--- src/hw/rtl/voice_filter_and_decay_envelope_assert.svh ---
// ----------------------------------------------------------------------------
// Assertion macros for the voice filter and decay envelope
// Concurrent checks clocked on clk_i and disabled while rst_ni is low.
// ----------------------------------------------------------------------------
`ifndef VOICE_FILTER_AND_DECAY_ENVELOPE_ASSERT_SVH
`define VOICE_FILTER_AND_DECAY_ENVELOPE_ASSERT_SVH
`ifndef SYNTHESIS
`define VFDE_ASSERT(lbl, prop, msg) \
  lbl: assert property (@(posedge clk_i) disable iff (!rst_ni) (prop)) else $error(msg);
`define VFDE_ASSERT_NEXT(lbl, ante, cons, msg) \
  lbl: assert property (@(posedge clk_i) disable iff (!rst_ni) (ante) |=> (cons)) \
    else $error(msg);
`else
`define VFDE_ASSERT(lbl, prop, msg)
`define VFDE_ASSERT_NEXT(lbl, ante, cons, msg)
`endif
`endif

--- src/hw/rtl/vfde_pkg.sv ---
// ----------------------------------------------------------------------------
// vfde_pkg
// Widths, register indexes and shared types of the voice filter and envelope.
// ----------------------------------------------------------------------------
package vfde_pkg;

  localparam int unsigned SampleW     = 8;
  localparam int unsigned CoefW       = 16;
  localparam int unsigned AccW        = 16;
  localparam int unsigned StepW       = 17;
  localparam int unsigned EnvFracBits = 16;
  localparam int unsigned EnvPosW     = EnvFracBits + 1;
  localparam int unsigned EnvSumW     = ((EnvPosW > StepW) ? EnvPosW : StepW) + 1;
  localparam int unsigned ProdW       = SampleW + EnvPosW;
  localparam int unsigned CfgIdxW     = 2;
  localparam int unsigned CfgDataW    = 17;
  localparam int unsigned FiltCntW    = $clog2(CoefW);
  localparam int unsigned VcaCntW     = $clog2(SampleW);

  localparam logic [EnvPosW-1:0] EnvOne    = EnvPosW'(1) << EnvFracBits;
  localparam logic [StepW-1:0]   StepReset = StepW'(65536);

  typedef enum logic [CfgIdxW-1:0] {
    CfgInputGain   = CfgIdxW'(0),
    CfgFeedbackOne = CfgIdxW'(1),
    CfgFeedbackTwo = CfgIdxW'(2),
    CfgEnvStep     = CfgIdxW'(3)
  } cfg_reg_e;

  typedef struct packed {
    logic start;
    logic gate;
  } vca_cmd_t;

endpackage

--- src/hw/rtl/vfde_filter.sv ---
// ----------------------------------------------------------------------------
// vfde_filter
// Two-pole IIR, one coefficient bit per cycle over three shift-add lanes.
// ----------------------------------------------------------------------------
module vfde_filter import vfde_pkg::*; (
  input  logic                      clk_i,
  input  logic                      rst_ni,
  input  logic                      start_i,
  input  logic signed [SampleW-1:0] sample_i,
  input  logic signed [CoefW-1:0]   gain_i,
  input  logic signed [CoefW-1:0]   fb_one_i,
  input  logic signed [CoefW-1:0]   fb_two_i,
  output logic                      done_o,
  output logic signed [SampleW-1:0] filt_o
);

  logic                busy_q;
  logic [FiltCntW-1:0] cnt_q;
  logic [CoefW-1:0]    c0_q, c1_q, c2_q;
  logic [AccW-1:0]     o0_q, o1_q, o2_q;
  logic [AccW-1:0]     acc_q, acc_d;
  logic [SampleW-1:0]  y1_q, y2_q;
  logic                done_q;

  // Mod 2^16 the sign weight of the top coefficient bit does not matter.
  assign acc_d = acc_q + (c0_q[0] ? o0_q : AccW'(0))
                       + (c1_q[0] ? o1_q : AccW'(0))
                       + (c2_q[0] ? o2_q : AccW'(0));

  always_ff @(posedge clk_i or negedge rst_ni) begin
    if (!rst_ni) begin
      busy_q <= 1'b0;
      cnt_q  <= '0;
      done_q <= 1'b0;
      y1_q   <= '0;
      y2_q   <= '0;
    end else begin
      done_q <= !start_i && busy_q && (cnt_q == FiltCntW'(CoefW - 1));
      if (start_i) begin
        busy_q <= 1'b1;
        cnt_q  <= '0;
      end else if (busy_q) begin
        cnt_q <= cnt_q + FiltCntW'(1);
        if (cnt_q == FiltCntW'(CoefW - 1)) begin
          busy_q <= 1'b0;
          y2_q   <= y1_q;
          y1_q   <= acc_d[AccW-1 -: SampleW];
        end
      end
    end
  end

  always_ff @(posedge clk_i) begin
    if (start_i) begin
      c0_q  <= gain_i;
      c1_q  <= fb_one_i;
      c2_q  <= fb_two_i;
      o0_q  <= {{(AccW-SampleW){sample_i[SampleW-1]}}, sample_i};
      o1_q  <= {{(AccW-SampleW){y1_q[SampleW-1]}}, y1_q};
      o2_q  <= {{(AccW-SampleW){y2_q[SampleW-1]}}, y2_q};
      acc_q <= '0;
    end else if (busy_q) begin
      c0_q  <= c0_q >> 1;
      c1_q  <= c1_q >> 1;
      c2_q  <= c2_q >> 1;
      o0_q  <= o0_q << 1;
      o1_q  <= o1_q << 1;
      o2_q  <= o2_q << 1;
      acc_q <= acc_d;
    end
  end

  assign done_o = done_q;
  assign filt_o = y1_q;

endmodule

--- src/hw/rtl/vfde_vca.sv ---
// ----------------------------------------------------------------------------
// vfde_vca
// Linear decay envelope; sample scaling by a bit-serial shift-add multiply.
// ----------------------------------------------------------------------------
module vfde_vca import vfde_pkg::*; (
  input  logic                      clk_i,
  input  logic                      rst_ni,
  input  vca_cmd_t                  cmd_i,
  input  logic signed [SampleW-1:0] filt_i,
  input  logic [StepW-1:0]          step_i,
  output logic                      done_o,
  output logic signed [SampleW-1:0] voice_o,
  output logic                      armed_o
);

  logic                busy_q;
  logic [VcaCntW-1:0]  cnt_q;
  logic                gate_q, neg_q;
  logic [SampleW-1:0]  fs_q;
  logic [SampleW-1:0]  mplier_q;
  logic [ProdW-1:0]    mcand_q, prod_q, prod_d;
  logic [EnvPosW-1:0]  pos_q;
  logic                active_q;
  logic                done_q;
  logic [SampleW-1:0]  voice_q;
  logic [SampleW-1:0]  mag, scaled, signed_scaled;
  logic [EnvSumW-1:0]  pos_sum;
  logic [EnvPosW-1:0]  pos_next;

  assign mag    = filt_i[SampleW-1] ? (~filt_i + SampleW'(1)) : filt_i;
  assign prod_d = prod_q + (mplier_q[0] ? mcand_q : ProdW'(0));
  assign scaled = prod_d[EnvFracBits +: SampleW];
  assign signed_scaled = neg_q ? (~scaled + SampleW'(1)) : scaled;
  assign pos_sum  = EnvSumW'(pos_q) + EnvSumW'(step_i);
  assign pos_next = (pos_sum > EnvSumW'(EnvOne)) ? EnvOne : pos_sum[EnvPosW-1:0];

  always_ff @(posedge clk_i or negedge rst_ni) begin
    if (!rst_ni) begin
      busy_q   <= 1'b0;
      cnt_q    <= '0;
      done_q   <= 1'b0;
      pos_q    <= '0;
      active_q <= 1'b0;
    end else begin
      done_q <= !cmd_i.start && busy_q && (cnt_q == VcaCntW'(SampleW - 1));
      if (cmd_i.start) begin
        busy_q <= 1'b1;
        cnt_q  <= '0;
      end else if (busy_q) begin
        cnt_q <= cnt_q + VcaCntW'(1);
        if (cnt_q == VcaCntW'(SampleW - 1)) begin
          busy_q <= 1'b0;
          if (gate_q) begin
            pos_q    <= '0;
            active_q <= 1'b1;
          end else if (active_q) begin
            if (pos_q < EnvOne) begin
              pos_q <= pos_next;
            end else begin
              active_q <= 1'b0;
            end
          end
        end
      end
    end
  end

  always_ff @(posedge clk_i) begin
    if (cmd_i.start) begin
      gate_q   <= cmd_i.gate;
      neg_q    <= filt_i[SampleW-1];
      fs_q     <= filt_i;
      mplier_q <= mag;
      mcand_q  <= ProdW'(EnvOne - pos_q);
      prod_q   <= '0;
    end else if (busy_q) begin
      mplier_q <= mplier_q >> 1;
      mcand_q  <= mcand_q << 1;
      prod_q   <= prod_d;
      if (cnt_q == VcaCntW'(SampleW - 1)) begin
        if (gate_q) begin
          voice_q <= fs_q;
        end else if (active_q && (pos_q < EnvOne)) begin
          voice_q <= signed_scaled;
        end else begin
          voice_q <= '0;
        end
      end
    end
  end

  assign done_o  = done_q;
  assign voice_o = voice_q;
  assign armed_o = active_q;

endmodule

--- src/hw/rtl/voice_filter_and_decay_envelope.sv ---
// ----------------------------------------------------------------------------
// voice_filter_and_decay_envelope
// Resonant two-pole filter followed by a linear decay VCA, one item at a time.
// ----------------------------------------------------------------------------
// Input channel in_valid_i/in_ready_o carries oscillator_sample_i and gate_i.
// Output channel out_valid_o/out_ready_i carries voice_sample_o and
// envelope_armed_o, one result item per input item, in order.
// Config channel cfg_valid_i/cfg_ready_o writes cfg_data_i to register
// cfg_index_i: 0 input gain, 1 feedback one, 2 feedback two, 3 envelope step.
// Write configuration only while no item is in flight.
// An item passes through the filter (one coefficient bit per cycle), then the
// VCA multiply (one sample magnitude bit per cycle), then the output register.
// A new item is taken only after the previous result enters the output register.
// The output register holds a finished result while the receiver stalls; the
// next item is already accepted and computed, and then waits for the register.
// Reset clears filter history and the envelope (not armed), zeroes the filter
// coefficients and sets the envelope step to 1.0.
// ----------------------------------------------------------------------------
`include "voice_filter_and_decay_envelope_assert.svh"

module voice_filter_and_decay_envelope import vfde_pkg::*; (
  input  logic                      clk_i,
  input  logic                      rst_ni,
  input  logic                      in_valid_i,
  output logic                      in_ready_o,
  input  logic signed [SampleW-1:0] oscillator_sample_i,
  input  logic                      gate_i,
  output logic                      out_valid_o,
  input  logic                      out_ready_i,
  output logic signed [SampleW-1:0] voice_sample_o,
  output logic                      envelope_armed_o,
  input  logic                      cfg_valid_i,
  output logic                      cfg_ready_o,
  input  logic [CfgIdxW-1:0]        cfg_index_i,
  input  logic [CfgDataW-1:0]       cfg_data_i
);

  typedef enum logic [1:0] {
    StIdle,
    StFilt,
    StVca,
    StHold
  } state_e;

  state_e               state_q;
  logic                 gate_q;
  logic                 out_valid_q;
  logic [SampleW-1:0]   out_voice_q;
  logic                 out_armed_q;
  logic [CoefW-1:0]     gain_q, fb_one_q, fb_two_q;
  logic [StepW-1:0]     step_q;
  logic                 in_acc;
  logic                 filt_done, vca_done;
  logic [SampleW-1:0]   filt_out, vca_voice;
  logic                 vca_armed;
  logic                 out_free;
  logic                 out_load;
  vca_cmd_t             vca_cmd;

  assign in_ready_o  = (state_q == StIdle);
  assign in_acc      = in_valid_i && in_ready_o;
  assign cfg_ready_o = 1'b1;
  assign out_free    = !out_valid_q || out_ready_i;
  assign out_load    = (((state_q == StVca) && vca_done) || (state_q == StHold)) && out_free;

  assign vca_cmd.start = filt_done;
  assign vca_cmd.gate  = gate_q;

  always_ff @(posedge clk_i or negedge rst_ni) begin
    if (!rst_ni) begin
      gain_q   <= '0;
      fb_one_q <= '0;
      fb_two_q <= '0;
      step_q   <= StepReset;
    end else if (cfg_valid_i) begin
      case (cfg_index_i)
        CfgInputGain:   gain_q   <= cfg_data_i[CoefW-1:0];
        CfgFeedbackOne: fb_one_q <= cfg_data_i[CoefW-1:0];
        CfgFeedbackTwo: fb_two_q <= cfg_data_i[CoefW-1:0];
        CfgEnvStep:     step_q   <= cfg_data_i[StepW-1:0];
        default: ;
      endcase
    end
  end

  always_ff @(posedge clk_i or negedge rst_ni) begin
    if (!rst_ni) begin
      state_q     <= StIdle;
      gate_q      <= 1'b0;
      out_valid_q <= 1'b0;
      out_voice_q <= '0;
      out_armed_q <= 1'b0;
    end else begin
      if (out_load) begin
        out_valid_q <= 1'b1;
      end else if (out_valid_q && out_ready_i) begin
        out_valid_q <= 1'b0;
      end
      case (state_q)
        StIdle: begin
          if (in_acc) begin
            gate_q  <= gate_i;
            state_q <= StFilt;
          end
        end
        StFilt: begin
          if (filt_done) begin
            state_q <= StVca;
          end
        end
        StVca, StHold: begin
          if (vca_done || (state_q == StHold)) begin
            if (out_free) begin
              out_voice_q <= vca_voice;
              out_armed_q <= vca_armed;
              state_q     <= StIdle;
            end else begin
              state_q <= StHold;
            end
          end
        end
        default: state_q <= StIdle;
      endcase
    end
  end

  vfde_filter u_filter (
    .clk_i    (clk_i),
    .rst_ni   (rst_ni),
    .start_i  (in_acc),
    .sample_i (oscillator_sample_i),
    .gain_i   (gain_q),
    .fb_one_i (fb_one_q),
    .fb_two_i (fb_two_q),
    .done_o   (filt_done),
    .filt_o   (filt_out)
  );

  vfde_vca u_vca (
    .clk_i   (clk_i),
    .rst_ni  (rst_ni),
    .cmd_i   (vca_cmd),
    .filt_i  (filt_out),
    .step_i  (step_q),
    .done_o  (vca_done),
    .voice_o (vca_voice),
    .armed_o (vca_armed)
  );

  assign out_valid_o      = out_valid_q;
  assign voice_sample_o   = out_voice_q;
  assign envelope_armed_o = out_armed_q;

  `VFDE_ASSERT_NEXT(a_accept_busy, in_acc, !in_ready_o, "item taken while busy")
  `VFDE_ASSERT(a_filt_done_state, filt_done |-> (state_q == StFilt), "stray filter done")
  `VFDE_ASSERT(a_vca_done_state, vca_done |-> (state_q == StVca), "stray vca done")
  `VFDE_ASSERT(a_done_excl, $onehot0({filt_done, vca_done}), "filter and vca done together")

endmodule

--- config.mk ---
export PLATFORM = sky130hd
export DESIGN_NAME = voice_filter_and_decay_envelope
export DESIGN_NICKNAME = d
export VERILOG_FILES = /design/src/hw/rtl/vfde_pkg.sv /design/src/hw/rtl/vfde_filter.sv /design/src/hw/rtl/vfde_vca.sv /design/src/hw/rtl/voice_filter_and_decay_envelope.sv
export VERILOG_INCLUDE_DIRS = /design/src /design/src/hw/rtl
export SDC_FILE = /design/constraint.sdc
export NUM_CORES = 1
export LEC_CHECK = 0
export BUFFER_PORTS_ARGS = -buffer_cell sky130_fd_sc_hd__buf_2
export CAP_MARGIN = 40
export CORE_MARGIN = 1
export CORE_UTILIZATION = 45
export CTS_CLUSTER_DIAMETER = 100
export DETAILED_ROUTE_END_ITERATION = 10
export SYNTH_ARGS = -nofsm -noshare
export SYNTH_HDL_FRONTEND = slang
export SYNTH_SLANG_ARGS = --single-unit
--- constraint.sdc ---
create_clock -name clk_i -period 4.6 [get_ports clk_i]
set_clock_uncertainty 0.1 [all_clocks]
set_input_delay 0.23 -clock clk_i [delete_from_list [all_inputs] [get_ports clk_i]]
set_output_delay 0.23 -clock clk_i [all_outputs]
set_load 0.05 [all_outputs]
* Word level (Yosys, flattened, before mapping)
Index checks and enable logic that the tools add are counted.
** Cells by class
- Reductions and logical operators :: 33
- Equality and inequality tests :: 11
- Multiplexer cells :: 48
- Bitwise operators :: 4
- Add/sub/neg operators :: 10
- Order comparisons :: 2
** Operator list (number)
- 16-bit two-way mux :: 15
- 25-bit two-way mux :: 3
- 17-bit two-way mux :: 4
- 16-bit adder :: 3
- 8-bit two-way mux :: 6
- 25-bit adder :: 1
- 17-bit by 17-bit adder with 18-bit output :: 1
- 18-bit by 17-bit greater-than comparator with 1-bit output (second input constant) :: 1
- 17-bit by 17-bit subtractor with 18-bit output (first input constant) :: 1
- 17-bit < comparator (second input constant) :: 1
- 8-bit NOT :: 2
- 3-bit AND reduction :: 4
- 1-bit two-way mux :: 11
- 2-bit AND reduction :: 5
- 2-bit nonzero test :: 5
- 1-bit logical AND :: 9
- 8-bit by 1-bit adder with 8-bit output (second input constant) :: 1
- 8-bit by 2-bit adder with 8-bit output (second input constant) :: 1
- 2-bit equality test (second input constant) :: 4
- 2-bit two-way mux :: 4
- 4-bit two-way mux :: 2
- 3-bit two-way mux :: 2
- 2-bit one-hot mux with 3 select lines :: 1
- 5-bit AND reduction :: 1
- other kinds (12) :: 20
** Word-level totals
- Input port bits :: 33
- Register bits after elaboration :: 311
- Word-level logic and storage cells :: 141
- Output and inout port bits :: 12

* Longest topological paths before layout
Gate-level depths: netlist of run 1.
- Depth after elaboration :: 7
- Depth in mapped cells :: 18
- Mapped depth without buffers :: 18

* Cells and area by module
Synthesis of run 1 repeated with hierarchy kept, for this count alone.
** Second synthesis, totals
- Cell total of the unflattened synthesis :: 1411
- Area, all modules :: 16373.2 um^2
** Modules (own cells, without submodules)
- vfde_filter :: cells an instance 588, seq. area each 3753.6 um^2, area an instance 7049.3 um^2, times used 1
- vfde_vca :: cells an instance 648, seq. area each 2527.4 um^2, area an instance 6354.8 um^2, times used 1
- voice_filter_and_decay_envelope :: cells an instance 175, seq. area each 1953.1 um^2, area an instance 2969.1 um^2, times used 1

* Worst setup path before layout of run 1
No wires, ideal clock.
- Kind :: register to register
- From :: register state_q[1]
- To :: register u_filter.c0_q[0] (enable)
- Path buffers :: 2
- Slack :: 248 ps
- Library setup time :: 471 ps
- Data required time :: 4029 ps
- Stages on the path, launching flop included :: 6
- Arrival time :: 3781 ps
- Period minus slack after synthesis :: 4352 ps
- Cells stage by stage :: dfrtp_1 > nor2_1 > clkbuf_1 > nand2_1 > clkbuf_1 > nand2b_1
** On the way
- Longest elaborated chain between the ends :: 3
** Ends and longest elaborated chain
- start: declaration :: line voice_filter_and_decay_envelope.sv:45 : state_e state_q;
- start signal: assignment :: line voice_filter_and_decay_envelope.sv:88 : state_q <= StIdle;
- start signal: assignment :: line voice_filter_and_decay_envelope.sv:103 : state_q <= StFilt;
- start signal: assignment :: line voice_filter_and_decay_envelope.sv:108 : state_q <= StVca;
- 2-bit zero test :: line voice_filter_and_decay_envelope.sv:60 : assign in_ready_o = (state_q == StIdle);
- named net in_ready_o :: line voice_filter_and_decay_envelope.sv:25 : output logic in_ready_o,
- 1-bit logical AND :: line voice_filter_and_decay_envelope.sv:61 : assign in_acc = in_valid_i && in_ready_o;
- 2-bit nonzero test (no line)
- end signal: assignment :: line vfde_filter.sv:55 : c0_q <= gain_i;
- end signal: assignment :: line vfde_filter.sv:63 : c0_q <= c0_q >> 1;
- end: declaration :: line vfde_filter.sv:19 : logic [CoefW-1:0] c0_q, c1_q, c2_q;
The timed path passes the listed nets, and every way through them passes these cells.
A chain may end at the register's enable or synchronous reset.

* Final worst setup path of run 1
- From :: register u_filter.c2_q[0]
- To :: register u_filter.y1_q[6] (netlist: u_filter.filt_o[6])
** On the way
- Longest elaborated chain between the ends :: 2
** Ends and longest elaborated chain
- start: declaration :: line vfde_filter.sv:19
- start signal: assignment :: line vfde_filter.sv:57 : c2_q <= fb_two_i;
- start signal: assignment :: line vfde_filter.sv:65 : c2_q <= c2_q >> 1;
- 16-bit two-way mux :: line vfde_filter.sv:28 : + (c2_q[0] ? o2_q : AccW'(0));
- 16-bit adder :: line vfde_filter.sv:28
- end signal: assignment :: line vfde_filter.sv:47 : y1_q <= acc_d[AccW-1 -: SampleW];
- end: declaration :: line vfde_filter.sv:22 : logic [SampleW-1:0] y1_q, y2_q;
No other way between the ends.

==> out/metrics.yaml, run 1 <==
grt_pass1_wl_mm: 55.2
synth_simple_gate_area_frac: 0.141
ys_seq_elements: 308
most-common-layout-cells: "281 x nand2_1, 145 x edfxtp_1, 121 x dfrtp_1, 103 x mux2_2, 86 x nor2_1"
crit_path_end_kind: "register"
cp_top_family: "adder cells"
worst_pin_slew_ns: 0.843
ys_seq_area_frac: 0.514
worst-path-max-fanout: 7
syn2layout_area_growth_pct: 14.6
die_x_um: 191
synth-adder-area-share: 0.0877
hold_viol: 0
maxCapViolations: 0
grt-ovfl-total: 0
slowest_stage: "fa_1"
max_stage_delay_ns: 0.57
hpwl_mm: 22.8
synth_xor_area_frac: 0.0416
critPathBufInv: 3
min_from: "in_valid_i"
core_area_um2: 34800
fmax_ghz: 0.227
clk_pin_slew_ns: 0.07
max-slew-margin-rel: 0.438
numPlacedInstances: 1934
routed_wl_mm: 33.4
grt_pass1_vias: 10700
final_common_cell: "nand2_1"
diodes: 0
crit_type: "register to register"
multi_input_area_um2: 7320
drv_slew: 0
layout_min_cycle_time_ns: 4.41
drt_iter0_drc: 588
synth_compound_area_frac: 0.0908
reg2reg_depth: 16
cp_cell_sequence: "buf_4 > and2_1 > fa_1 > inv_1 > fa_1 > inv_1 > ha_1 > a21o_1 > a21oi_1 > nand2b_1 > a21boi_0 > o22ai_1 > o2111a_1 > o31ai_1 > xor2_1 > mux2_2"
drcViolationCount: 0
timing.hold.ws_ns: 0.192
synth.net_count: 1593
insertion_delay_ns: 0.52
clockBufferDepth: 3
min_path_type: "input port to register"
h-tree-depth: 2
synthFlopType: "edfxtp_1"
synth.area.mux_share: 0.0937
cts_tree: "built"
port_buffers: 43
start_util: 0.460
worstSetupStartpointType: "register"
crit_arrival_ns: 4.71
die_area_um2: 36300
synth_top_family_by_area: "simple AND/OR/NAND/NOR gates"
avgSynthCellArea_um2: 10.9
grt_max_degree: 88
grtUsageTotal: 0.190
synthCells: 1467
rows: 68
ys_types: 64
ys_warn_count: 0
synth_edf_count: 145
gp_congestion: 0.810
antenna_found_initial: 1
final_util: 0.528
cp-startpoint: "u_filter.c2_q[0]"
fill_cells: 3039
drive_gt1_frac: 0.166
numCtsBuffers: 36
layoutNonFillerInstCount: 2029
status: "finished, final reports clean"
vias_per_cell: 5.24
finalSetupViolCount: 0
avgRoutedWirePerCell_um: 16.4
cp_data_required_time_ns: 4.90
async_reset_ff_frac: 0.399
seq_area_um2: 8240
critical_path_depth: 16
hold_depth: 2
rr_startpoint: "u_filter.c2_q[0]"
cts-root-buf: "clkbuf_16"
syn_area_um2: 16000
drtPass1Iterations: 5
cts_sinks: 308
ant_nets: 0
fin_nets: 1672
fin_crit_sh: 0.959
vias: 10600
num_io_pins: 45
die_y_um: 191
per-layer routing:
layer | vias to the layer above | GRT usage | part of all wire
li1 | 5241 | - | -
met1 | 5179 | 0.262 | 0.48
met2 | 176 | 0.312 | 0.47
met3 | 44 | 0.0252 | 0.032
met4 | 0 | 0.0548 | 0.021
met5 | - | 0 | 0
cell type report:
class,count,share of cell area
sequential,308,0.449
multi-input combinational,1031,0.399
clock buffer,47,0.0564
timing repair buffer,98,0.0406
tap,455,0.0310
inverter,71,0.0145
clock inverter,19,0.0101
per-stage QoR:
| step | setup slack [ns] | setup TNS (ns) | cell area, um2 |
|---|---|---|---|
| after floorplan | 0.248 | 0 | 16000 |
| after global placement | 0.0769 | 0 | 16800 |
| after detailed placement | 0.00132 | 0 | 16800 |
| after CTS | 0.0496 | 0 | 18300 |
| after global routing | -0.00305 | -0.00492 | 18400 |
| final | 0.188 | 0 | 18400 |
sequential cells by signal, indices dropped and copies added, names as in the netlist, 16 cells and up:
| register | flops |
|---|---|
| fb_two_q | 16 |
| u_vca.prod_q | 24 |
| fb_one_q | 16 |
| u_filter.c1_q | 16 |
| u_vca.pos_q | 17 |
| gain_q | 16 |
| u_filter.o0_q | 16 |
| u_filter.c2_q | 16 |
| u_filter.c0_q | 16 |
| u_filter.acc_q | 16 |
| step_q | 17 |
| u_filter.o1_q | 16 |
| u_vca.mcand_q | 24 |
| u_filter.o2_q | 16 |
worst paths after layout:
| kind | end | slack [ns] |
|---|---|---|
| min | u_filter.c0_q[15] | 0.19 |
| max | u_filter.filt_o[6] | 0.19 |
| max reg2reg | u_filter.filt_o[6] | 0.19 |
| max in group asynchronous | u_filter.filt_o[7] | 3.09 |
| min in group asynchronous | envelope_armed_o | 0.24 |
| min reg2reg | u_vca.gate_q | 0.37 |
worst register-to-register path, cell delays in order (launching register included):
cell and delay (ns):
edfxtp_1 0.50, buf_4 0.20, and2_1 0.15, fa_1 0.54, inv_1 0.06, fa_1 0.57
inv_1 0.06, ha_1 0.27, a21o_1 0.11, a21oi_1 0.08, nand2b_1 0.15, a21boi_0 0.29
o22ai_1 0.20, o2111a_1 0.31, o31ai_1 0.32, xor2_1 0.13, mux2_2 0.28
repair_timing:
item / CTS / global route
buffers inserted: 0 / 2
pin swaps: 0 / 1
endpoints found under the hold margin: 159 / 0
resized for setup: 1 / 2
setup endpoints to repair: 1 / 5
hold buffers: 27 / 0
Yosys cell counts, drive strengths merged (15+ instances only):
library cell | instances | area share
xnor2 | 45 | 0.025
nor2 | 87 | 0.021
and2 | 49 | 0.019
mux2i | 34 | 0.021
fa | 32 | 0.040
nand2 | 283 | 0.067
o21ai | 61 | 0.021
ha | 61 | 0.048
dfrtp | 122 | 0.19
inv | 71 | 0.017
mux2 | 103 | 0.072
a21oi | 49 | 0.015
nand3 | 20 | 0.0066
dfxtp | 40 | 0.050
xor2 | 31 | 0.017
a21o | 37 | 0.017
nor3 | 15 | 0.0047
edfxtp | 145 | 0.27
clkbuf | 49 | 0.011
cell families after synthesis:
group	count (synthesis)
AOI/OAI and AO/OA	218
xor gates and xnor gates	76
adders and majority gates	93
buffers and inverters	128
DFF	308
muxes	137
other	1
and+or+nand+nor	506
Power of run 1 is left out: the tool's default activity adds up to more than one toggle a clock period on the data nets, which glitch-free logic cannot reach.
==> run 2: changes to the inputs <==
==> constraint.sdc (replaced) <==
create_clock -name clk_i -period 4.6 [get_ports clk_i]
set_clock_uncertainty 0.1 [all_clocks]
set_input_delay 0.69 -clock clk_i [delete_from_list [all_inputs] [get_ports clk_i]]
set_output_delay 0.69 -clock clk_i [all_outputs]
set_load 0.05 [all_outputs]
==> run 2 against run 1 <==
- maximum frequency is 1.4% higher
- non-clock buffer count is 25 lower
- via count is 1.4% lower
- worst setup slack better by 0.062 ns
==> out/metrics.yaml, run 2 (same netlist as run 1, synthesis figures left out) <==
status: "finished, final reports clean"
vias_per_cell: 5.24  # -0.11%
drv_slew: 0  # unchanged
clk_pin_slew_ns: 0.06  # about the same
hold_viol: 0  # unchanged
routed_wl_mm: 33.4  # about the same
reg_top3: "u_vca.mcand_q: 24 flops, u_vca.prod_q: 24 flops"
finalSetupViolCount: 0  # unchanged
worstSetupStartpointType: "register"
insertion_delay_ns: 0.51  # about the same
final_util: 0.520  # -0.00719
port_buffers: 43  # unchanged
tns_ns: 0  # unchanged
crit_arrival_ns: 4.63  # -0.08 ns
antenna_found_initial: 1  # unchanged
rows: 68  # unchanged
final_common_cell: "nand2_1"
fin_nets: 1647  # -1.5%
h-tree-depth: 2  # unchanged
worst_pin_slew_ns: 0.842  # -0.000517 ns
clockBufferDepth: 3  # unchanged
rsz0062_at_grt: "false"
cts_tree: "built"
multi_input_area_um2: 7330  # about the same
core_area_um2: 34800  # unchanged
fill_cells: 3103  # +2.1%
grt_pass1_vias: 10800  # +0.37%
num_io_pins: 45  # unchanged
numCtsBuffers: 36  # unchanged
most-common-layout-cells: "281 x nand2_1, 145 x edfxtp_1, 121 x dfrtp_1, 103 x mux2_2, 86 x nor2_1"
grt-ovfl-total: 0  # unchanged
crit_path_end_kind: "register"
drtPass1Iterations: 4  # -1
drt_iter0_drc: 452  # -23%
seq_area_um2: 8240  # unchanged
layout_min_cycle_time_ns: 4.35  # -0.0625 ns
avgRoutedWirePerCell_um: 16.7  # +1.4%
vias: 10500  # -1.4%
syn2layout_area_growth_pct: 13.1
grtUsageTotal: 0.191  # +0.00113
cts-root-buf: "clkbuf_16"
grt_max_degree: 76  # -14%
cp_data_required_time_ns: 4.88  # -0.02 ns
diodes: 0  # unchanged
start_util: 0.460  # unchanged
crit_type: "register to register"
gp_congestion: 0.820  # +1.3%
fmax_ghz: 0.230  # +1.4%
worst-path-max-fanout: 6  # -1
die_x_um: 191  # unchanged
die_area_um2: 36300  # unchanged
fin_crit_sh: 0.946  # -0.0136
min_path_type: "input port to register"
die_y_um: 191  # unchanged
maxCapViolations: 0  # unchanged
ant_nets: 0  # unchanged
hpwl_mm: 22.8  # about the same
cts_sinks: 308  # unchanged
grt_pass1_wl_mm: 55.4  # +0.40%
drive_gt1_frac: 0.167  # +0.000320
drcViolationCount: 0  # unchanged
max-slew-margin-rel: 0.436  # -0.00213
==> run 2: cell types whose count changed in the layout (fill, tap and decap cells not counted), moves of 2 or more <==
| cell | previous run | this run |
|---|---|---|
| clkinv_2 | 8 | 6 |
| inv_6 | 2 | 0 |
| dlygate4sd3_1 | 27 | 1 |
| clkbuf_1 | 4 | 7 |
| clkinvlp_4 | 2 | 0 |
==> run 2: worst paths after layout <==
check                                       from                  to  slack [ns]  cells after the start
worst min-delay path                      gate_i              gate_q        0.30                      3
worst max-delay path            u_filter.c2_q[0]  u_filter.filt_o[7]        0.25                     17
worst max register to register  u_filter.c2_q[0]  u_filter.filt_o[7]        0.25                     17
min in group asynchronous                 rst_ni         out_valid_o        0.53                      2
worst min register to register            gate_q        u_vca.gate_q        0.36                      0
max in group asynchronous                 rst_ni         fb_two_q[3]        2.80                      3
==> run 2: area by class of cell <==
cell class	count	area share
clock inverter	14	0.00940
multi-input combinational	1031	0.405
inverter	71	0.0147
tap	455	0.0314
clock buffer	50	0.0571
timing repair buffer	73	0.0279
sequential	308	0.455
==> run 2: what timing repair did <==
item | 4_1_cts | 5_1_grt
pin swaps | 0 | 2
buffers inserted | 0 | 1
endpoints found under the hold margin | 26 | 0
setup endpoints to repair | 1 | 6
hold buffers | 1 | 0
gates resized for setup | 1 | 3
==> run 2: critical path, cell delays in order, from the launching register on <==
cell      delay [ns]
edfxtp_1        0.48
and2_1          0.21
fa_1            0.54
inv_1           0.06
fa_1            0.45
inv_1           0.07
ha_1            0.16
inv_1           0.06
fa_1            0.39
nor2b_1         0.12
o21ai_0         0.13
a21boi_1        0.21
o21ai_1         0.13
a211oi_2        0.30
nor3_2          0.11
o31ai_1         0.28
xnor2_1         0.14
mux2_2          0.27
==> run 2: through the flow <==
stage | cell area, um2 | instances | worst slack [ns] | hold WS, ns
floorplan | 16000 | 1467 | 0.248 | 0.294
global placement | 16800 | 1931 | 0.0592 | 0.347
detailed placement | 16900 | 1936 | 0.00250 | 0.335
CTS | 18100 | 2001 | 0.0518 | 0.281
global route | 18100 | 2002 | 0.00663 | 0.300
finish | 18100 | 2002 | 0.250 | 0.302
==> run 2: routing by layer <==
layer	up-vias	share of wire	GRT usage
li1	5175	-	-
met1	5115	0.49	0.268
met2	150	0.46	0.312
met3	47	0.032	0.0261
met4	0	0.019	0.0480
met5	-	0	0
Power of run 2 is left out for the same reason.
